$ cat src/rtl/pecq_pkg.sv
// Package for the position error clear qualifier.
// Holds register codes, indexes and the configuration struct; no dependencies.
`default_nettype none

package pecq_pkg;

   localparam int unsigned LIMIT_W = 16;
   localparam int unsigned COUNT_W = LIMIT_W + 1;

   localparam logic [1:0] SEL_LEVEL     = 2'd0;
   localparam logic [1:0] SEL_RISE      = 2'd1;
   localparam logic [1:0] SEL_INV_LEVEL = 2'd2;
   localparam logic [1:0] SEL_FALL      = 2'd3;

   localparam logic [1:0] MODE_FULL     = 2'd0;
   localparam logic [1:0] MODE_SIGNAL   = 2'd1;
   localparam logic [1:0] MODE_ALARM    = 2'd2;
   localparam logic [1:0] MODE_OFF      = 2'd3;

   localparam logic [1:0] REG_SIGNAL_SELECT = 2'd0;
   localparam logic [1:0] REG_OT_ENABLE     = 2'd1;
   localparam logic [1:0] REG_CLEAR_MODE    = 2'd2;
   localparam logic [1:0] REG_DELAY_LIMIT   = 2'd3;

   localparam logic [LIMIT_W-1:0] DELAY_LIMIT_RESET = 16'd80;

   localparam logic [1:0] HIST_RISE = 2'b01;
   localparam logic [1:0] HIST_FALL = 2'b10;

   typedef struct packed {
      logic [1:0]         signal_select;
      logic               ot_enable;
      logic [1:0]         clear_mode;
      logic [LIMIT_W-1:0] delay_limit;
   } cfg_type;

endpackage

`default_nettype wire

$ cat src/rtl/pecq_qualify.sv
// Per-tick clear qualification: edge select, overtravel rule, clear mode.
// Holds the history and alarm delay state; uses pecq_pkg.
`default_nettype none

module pecq_qualify import pecq_pkg::*; (
   input  wire logic               clock,
   input  wire logic               reset,
   input  wire logic               accept,
   input  wire cfg_type            cfg,
   input  wire logic               clear_input,
   input  wire logic               pos_limit,
   input  wire logic               neg_limit,
   input  wire logic signed [31:0] position_error,
   input  wire logic               alarm_active,
   input  wire logic               ref_clear_request,
   output logic                    clear_signal,
   output logic                    clear_command
);

   logic [1:0]         clear_hist_ff, clear_hist_in;
   logic [1:0]         limit_hist_ff, limit_hist_in;
   logic [COUNT_W-1:0] count_ff, count_in;
   logic               err_neg, err_pos, count_over, toward_limit;
   logic               sig;

   assign clear_hist_in = {clear_hist_ff[0], clear_input};
   assign err_neg       = position_error[31];
   assign err_pos       = !position_error[31] && (position_error != '0);
   assign toward_limit  = (pos_limit && err_pos) || (neg_limit && err_neg);
   assign count_over    = count_ff > {1'b0, cfg.delay_limit};

   always_comb begin
      case (cfg.signal_select)
         SEL_LEVEL:     sig = clear_input;
         SEL_RISE:      sig = (clear_hist_in == HIST_RISE);
         SEL_FALL:      sig = (clear_hist_in == HIST_FALL);
         SEL_INV_LEVEL: sig = !clear_input;
         default:       sig = !clear_input;
      endcase

      limit_hist_in = limit_hist_ff;
      if (cfg.ot_enable) begin
         limit_hist_in = {limit_hist_ff[0], pos_limit | neg_limit};
         if (limit_hist_in == HIST_RISE) begin
            if (toward_limit) begin
               sig = 1'b1;
            end
         end else begin
            sig = 1'b0;
         end
      end
      clear_signal = sig;

      count_in      = count_ff;
      clear_command = sig;
      case (cfg.clear_mode) inside
         MODE_FULL, MODE_ALARM: begin
            if (alarm_active) begin
               if (count_over) begin
                  clear_command = 1'b1;
               end else begin
                  count_in = count_ff + 1'b1;
               end
            end else begin
               count_in = '0;
               if (cfg.clear_mode == MODE_FULL && ref_clear_request) begin
                  clear_command = 1'b1;
               end
            end
         end
         MODE_SIGNAL: clear_command = sig;
         MODE_OFF:    clear_command = 1'b0;
         default:     clear_command = 1'b0;
      endcase
   end

   always_ff @(posedge clock) begin
      if (reset) begin
         clear_hist_ff <= '0;
         limit_hist_ff <= '0;
         count_ff      <= '0;
      end else if (accept) begin
         clear_hist_ff <= clear_hist_in;
         limit_hist_ff <= limit_hist_in;
         count_ff      <= count_in;
      end
   end

endmodule

`default_nettype wire

$ cat src/rtl/position_error_clear_qualifier.sv
// Top level of the position error clear qualifier: CSRs and result register.
// Uses pecq_pkg and pecq_qualify.
//
// One word in per servo scan tick, one word out. A word is taken in any cycle
// in which the result register is empty or its word is taken in the same
// cycle, so the block sustains one word per clock; the result appears in the
// cycle after acceptance, from the single result register. CSR writes are
// always ready and take effect on the next word.
`default_nettype none

module position_error_clear_qualifier import pecq_pkg::*; (
   input  wire logic               clock,
   input  wire logic               reset,
   input  wire logic               req_valid,
   output logic                    req_stall,
   input  wire logic               req_clear_input,
   input  wire logic               req_pos_limit,
   input  wire logic               req_neg_limit,
   input  wire logic signed [31:0] req_position_error,
   input  wire logic               req_alarm_active,
   input  wire logic               req_ref_clear_request,
   output logic                    rsp_valid,
   input  wire logic               rsp_stall,
   output logic                    rsp_clear_signal,
   output logic                    rsp_clear_command,
   input  wire logic               csr_valid,
   output logic                    csr_ready,
   input  wire logic [1:0]         csr_index,
   input  wire logic [LIMIT_W-1:0] csr_wdata
);

   cfg_type cfg_ff;
   logic    valid_ff;
   logic    sig_ff, cmd_ff;
   logic    accept, sig, cmd;

   assign csr_ready = 1'b1;
   assign req_stall = valid_ff && rsp_stall;
   assign accept    = req_valid && !req_stall;

   always_ff @(posedge clock) begin
      if (reset) begin
         cfg_ff.signal_select <= SEL_LEVEL;
         cfg_ff.ot_enable     <= 1'b0;
         cfg_ff.clear_mode    <= MODE_FULL;
         cfg_ff.delay_limit   <= DELAY_LIMIT_RESET;
      end else if (csr_valid) begin
         unique case (csr_index)
            REG_SIGNAL_SELECT: cfg_ff.signal_select <= csr_wdata[1:0];
            REG_OT_ENABLE:     cfg_ff.ot_enable     <= csr_wdata[0];
            REG_CLEAR_MODE:    cfg_ff.clear_mode    <= csr_wdata[1:0];
            REG_DELAY_LIMIT:   cfg_ff.delay_limit   <= csr_wdata;
            default: ;
         endcase
      end
   end

   pecq_qualify u_qualify (
      .clock             (clock),
      .reset             (reset),
      .accept            (accept),
      .cfg               (cfg_ff),
      .clear_input       (req_clear_input),
      .pos_limit         (req_pos_limit),
      .neg_limit         (req_neg_limit),
      .position_error    (req_position_error),
      .alarm_active      (req_alarm_active),
      .ref_clear_request (req_ref_clear_request),
      .clear_signal      (sig),
      .clear_command     (cmd)
   );

   always_ff @(posedge clock) begin
      if (reset) begin
         valid_ff <= 1'b0;
      end else if (!req_stall) begin
         valid_ff <= req_valid;
      end
   end

   always_ff @(posedge clock) begin
      if (accept) begin
         sig_ff <= sig;
         cmd_ff <= cmd;
      end
   end

   assign rsp_valid         = valid_ff;
   assign rsp_clear_signal  = sig_ff;
   assign rsp_clear_command = cmd_ff;

endmodule

`default_nettype wire

$ cat config.mk
export PLATFORM = sky130hd
export DESIGN_NAME = position_error_clear_qualifier
export DESIGN_NICKNAME = d
export VERILOG_FILES = /design/src/rtl/pecq_pkg.sv /design/src/rtl/pecq_qualify.sv /design/src/rtl/position_error_clear_qualifier.sv
export SDC_FILE = /design/constraint.sdc
export NUM_CORES = 1
export LEC_CHECK = 0
export BUFFER_PORTS_ARGS = -buffer_cell sky130_fd_sc_hd__buf_2
export CORE_MARGIN = 10
export CORE_UTILIZATION = 55
export CTS_BUF_LIST = sky130_fd_sc_hd__clkbuf_2
export DETAILED_ROUTE_END_ITERATION = 10
export MAX_ROUTING_LAYER = met4
export PLACE_DENSITY = 0.82
export SETUP_SLACK_MARGIN = 0.4
export SLEW_MARGIN = 20
export SYNTH_ARGS = -nofsm -noshare
export SYNTH_HDL_FRONTEND = slang
export SYNTH_SLANG_ARGS = --single-unit
$ cat constraint.sdc
create_clock -name clock -period 2.57 [get_ports clock]
set_input_delay 0.6425 -clock clock [delete_from_list [all_inputs] [get_ports clock]]
set_output_delay 0.6425 -clock clock [all_outputs]
set_load 0.02 [all_outputs]
; After elaboration in Yosys (flattened, before gate mapping)
; Index checks and enable logic that the tools add are counted.
[classes]
addsub = 1
n_mul = 0
div_mod_pow = 0
n_lt_le_gt_ge = 1
eq_ne = 12
n_shift = 0
muxes = 11
bitwise_logic = 1
n_reduce_logical = 21
[ops]
columns = operator, n
row1 = $mux 17, 2
row2 = $reduce_bool 32->1, 1
row3 = $add 17x1->17 const B, 1
row4 = $gt 17x16->1, 1
row5 = $eq 2x2->1 const B, 6
row6 = $eq 2x1->1 const B, 5
row7 = $reduce_and 2->1, 5
row8 = $mux 1, 8
row9 = $logic_and 1x1->1, 6
row10 = $logic_not 2->1, 3
row11 = $pmux 1 s4, 1
row12 = $logic_not 1->1, 3
row13 = $reduce_and 3->1, 1
row14 = $ne 2x2->1 const B, 1
row15 = $reduce_or 2->1, 1
row16 = $logic_or 1x1->1, 1
row17 = $or 1x1->1, 1
[word_totals]
register_bits = 43
latchBits = 0
mem_bits_rw = 0
rom_bits = 0
input_bits = 60
output_inout_bits = 5
n_memories = 0

; Depth between registers and ports, before layout
[depth]
word_depth = 10
ltp_mapped = 9
ltp_nobuf = 8

; By module
; A second synthesis with hierarchy kept.
[hier_totals]
cells_unflattened = 308
hier_area_um2 = 2722.6
[modules_own_cells]
columns = module, instances, cells_each, area_each_um2
row1 = pecq_qualify, 1, 210, 1679.1
row2 = position_error_clear_qualifier, 1, 98, 1043.5

; Worst setup path before layout
; OpenSTA, ideal clock, no wires.
[synth_path]
kind = input to register
from = in rsp_stall
to = reg u_qualify.count_ff[12]
setup_ps = 117
t_arrival_ps = 2049
required_ps = 2453
path_slack_ps = 404
stages = 7
n_path_buf = 1
cell_sequence = and2_1 nor2b_2 and2b_2 o211a_1 buf_4 o21ai_1 a32o_1
[synth_between]
elab_chain_len = 4
[synth_lines]
columns = item, line_no
row1 = "start, declared", position_error_clear_qualifier.sv:23  ; input wire logic rsp_stall,
row2 = $logic_and 1x1->1, position_error_clear_qualifier.sv:38  ; assign req_stall = valid_ff && rsp_stall;
row3 = $logic_not 1->1, n/a
row4 = $logic_and 1x1->1, position_error_clear_qualifier.sv:39  ; assign accept = req_valid && !req_stall;
row5 = net accept, position_error_clear_qualifier.sv:35  ; logic accept, sig, cmd;
row6 = $reduce_and 3->1 (no line), n/a
row7 = "end signal, assigned", pecq_qualify.sv:85  ; count_ff <= count_in;
row8 = "end, declared", pecq_qualify.sv:22  ; logic [COUNT_W-1:0] count_ff, count_in;
; The timed path passes the listed nets, and every way through them passes these cells.
; A chain may end at the register's enable or synchronous reset.

; Final worst setup path
[layout_path]
from = reg u_qualify.count_ff[12]
to = reg u_qualify.count_ff[4]
[layout_between]
elab_chain_len = 3
[layout_lines]
columns = item, line_no
row1 = $gt 17x16->1, pecq_qualify.sv:30  ; assign count_over = count_ff > {1'b0, cfg.delay_limit};
row2 = $ne 2x2->1 (no line), n/a
row3 = $reduce_and 3->1 (no line), n/a
; No other way between the ends.

==> results.yml <==
min_path:
  hold_path.class: "input port to flip-flop"
floorplan:
  rows: 24
  coreArea_um2: 4410
  die_y_um: 87.9
  die_w_um: 87.9
  ioPinCount: 65
  die_area_um2: 7720
  initial_core_util: 0.574
power:
  p_clk_frac: 0.335
  p_int_w: 0.00109
  p_comb_frac: 0.193
  peakVddDrop_mv: 0.284
  pwr-share-seq: 0.472
  powerDensity_nw_per_um2: 435
  p_switching_w: 0.000402
  p_sw_frac: 0.270
  power.leakage_nw: 1.36
worst_setup_path:
  arrival_ns: 2.65
  cp_top_family: "simple AND/OR/NAND/NOR gates"
  worst-path-buf-inv: 1
  cp_cell_sequence: "ha_1, nand2_1, nor4_4, a41oi_2, nor2b_4, buf_12, o21ai_1, a32o_1"
  max_stage_delay_ns: 0.42
  cp-start-kind: "flip-flop"
  worstSetupPathType: "flip-flop to flip-flop"
  worst-path-max-fanout: 8
  crit_required_ns: 2.89
  end_kind: "flip-flop"
  cp_slowest_cell: "dfxtp_1"
cells_and_area:
  mostFrequentLayoutCells: "buf_2, nand2_1, a21oi_1"
  fillerInstances: 310
  diodes: 0
  stdcell_area_um2: 3420
  drive_above_1_share: 0.395
  area_growth_pct: 35.0
  multi_input_area_um2: 1740
  layout.nets: 466
  layout.cells.most_common: "buf_2"
  final_util: 0.775
  seq_area_um2: 906
yosys:
  synth_top_area_frac: 0.324
  synth_warnings: 0
  synth_cell_types: 52
  ys_ff_latch: 43
  ys_seq_area_frac: 0.348
  postSynthCellCount: 310
  syn_area_per_cell_um2: 8.17
  synth_top_area_cell: "dfxtp_1"
  syn-num-nets: 387
  ys_top_cells_by_area: "dfxtp_1, ha_1, nand2_1, a32o_1, a21oi_1"
  synth_area_um2: 2530
placement:
  dp_hpwl_mm: 5.09
  dp_slack_ns: 0.229
  place_congestion: 0.896
  port_buffers: 63
  placed_cell_area_um2: 2870
sta:
  worst_slew_pin_slew_ns: 0.666
  slew_headroom: 0.556
  rsz0062_at_grt: "yes"
  clock.fmax_mhz: 429
  final-setup-viol-count: 0
  fin_tns_setup_ns: 0
  drv_slew: 0
  layout_setup_ws_ns: 0.240
  finalHoldViolCount: 0
  min_period_over_period: 0.907
  clock_skew_ns: 0.0199
  period_needed_ns: 2.33
  whs_ns: 0.411
cts:
  cts_num_sinks: 43
  insertion_delay_ns: 0.42
  cts_htree_levels: 2
  cts_buffers: 5
  cts_tree: "yes"
  root_buffer: "clkbuf_2"
  clk_path_buf_depth: 2
  holdBufCountCts: 0
  clk_pin_slew_ns: 0.23
global_routing:
  track_usage: 0.186
  grt_max_degree: 39
  antenna_found_initial: 0
  grt_pass1_vias: 2432
  overflow: 0
  grt_pass1_wl_mm: 11.6
routing:
  drt-vias-per-instance: 6.34
  firstDrtPassIters: 6
  drtAntennaViolNets: 0
  vias: 2802
  first_iter_violations: 492
  wl_mm: 8.47
  wl_per_cell_um: 19.2
  route.detailed.drc: 0
run:
  max_cap_violations: 0
run_status:
  status: "finished clean"
[cell usage after synthesis, drive strengths merged]
cell type and n:
a211oi 3, a21oi 25, a221oi 1, a22o 1, a2bb2oi 1, a311oi 1, a32o 13, a41oi 1
and2 1, and2b 1, and3 1, and4 2, buf 5, clkbuf 8, clkinv 1, conb 1
dfxtp 41, edfxtp 2, ha 17, inv 20, mux2i 5, nand2 54, nand2b 2, nand3 11
nand3b 2, nand4 6, nand4b 1, nor2 16, nor2b 3, nor3 12, nor3b 2, nor4 14
nor4b 1, o2111ai 2, o211a 2, o211ai 5, o21a 1, o21ai 19, o21bai 1, o221ai 2
o22ai 3
[sequential cells by signal, summed over array words and instances, names as in the netlist]
name,cells
rsp_clear_signal,1
u_qualify.count_ff,17
u_qualify.limit_hist_ff,1
cfg_ff,21
rsp_clear_command,1
rsp_valid,1
u_qualify.clear_hist_ff,1
[cell type report]
type	count	area share
Clock inverter	3	0.0194
Inverter	21	0.0231
Tap cell	52	0.0190
Sequential cell	43	0.265
Multi-Input combinational cell	233	0.507
Timing Repair Buffer	85	0.159
Clock buffer	5	0.00732
[tightest hold or removal path, stage by stage]
cell and delay, ns:
buf_2 0.10, nand2_1 0.04, a21oi_1 0.05
[what timing repair did]
| action | CTS | global route |
|---|---|---|
| gates resized for setup | 15 | 48 |
| gates cloned | 0 | 2 |
| pin swaps | 4 | 38 |
| setup endpoints to repair | 17 | 18 |
| setup buffers | 6 | 10 |
[worst paths after layout]
kind                                                          start                                 end  slack [ns]  cells after the start
worst max-delay path            u_qualify.count_ff[12]$_SDFFE_PP0P_  u_qualify.count_ff[4]$_SDFFE_PP0P_        0.24                      8
worst min register to register               cfg_ff[5]$_SDFFE_PP0P_              cfg_ff[5]$_SDFFE_PP0P_        0.47                      2
worst min-delay path                                   csr_wdata[8]              cfg_ff[8]$_SDFFE_PP0P_        0.41                      3
worst max register to register  u_qualify.count_ff[12]$_SDFFE_PP0P_  u_qualify.count_ff[4]$_SDFFE_PP0P_        0.24                      8
[through the flow]
step | power, W | cells
after global placement | 0.000915 | 416
after floorplan | 0.000841 | 310
after global routing | 0.00154 | 442
final | 0.00149 | 442
after detailed placement | 0.000921 | 416
after CTS | 0.00142 | 430
[layer usage]
metal,global-route usage,vias up,share of wire,wire (um)
li1,-,1300,-,-
met1,0.220,1271,0.38,3180
met3,0.0371,43,0.093,787
met5,-,-,0,0
met2,0.315,188,0.50,4200
met4,0.0464,0,0.035,298
[cell families (layout without fill, tap and decap cells)]
logic type	Yosys count	after routing	synth area share
compound gates	81	81	0.226
fa+ha+maj	17	17	0.0839
buf+inv	34	114	0.0593
flops	43	43	0.348
mux	5	5	0.0198
other cells	1	1	0.00148
simple gates	129	129	0.262
[power groups by stage]
stage	logic, W	registers [W]	clock network, W
detailed placement	0.000207	0.000714	0
floorplan	0.000125	0.000717	0
global placement	0.000201	0.000714	0
finish	0.000286	0.000702	0.000498
global route	0.000310	0.000705	0.000525
CTS	0.000224	0.000701	0.000498
Note: power is estimated with default switching activity, not from simulation.
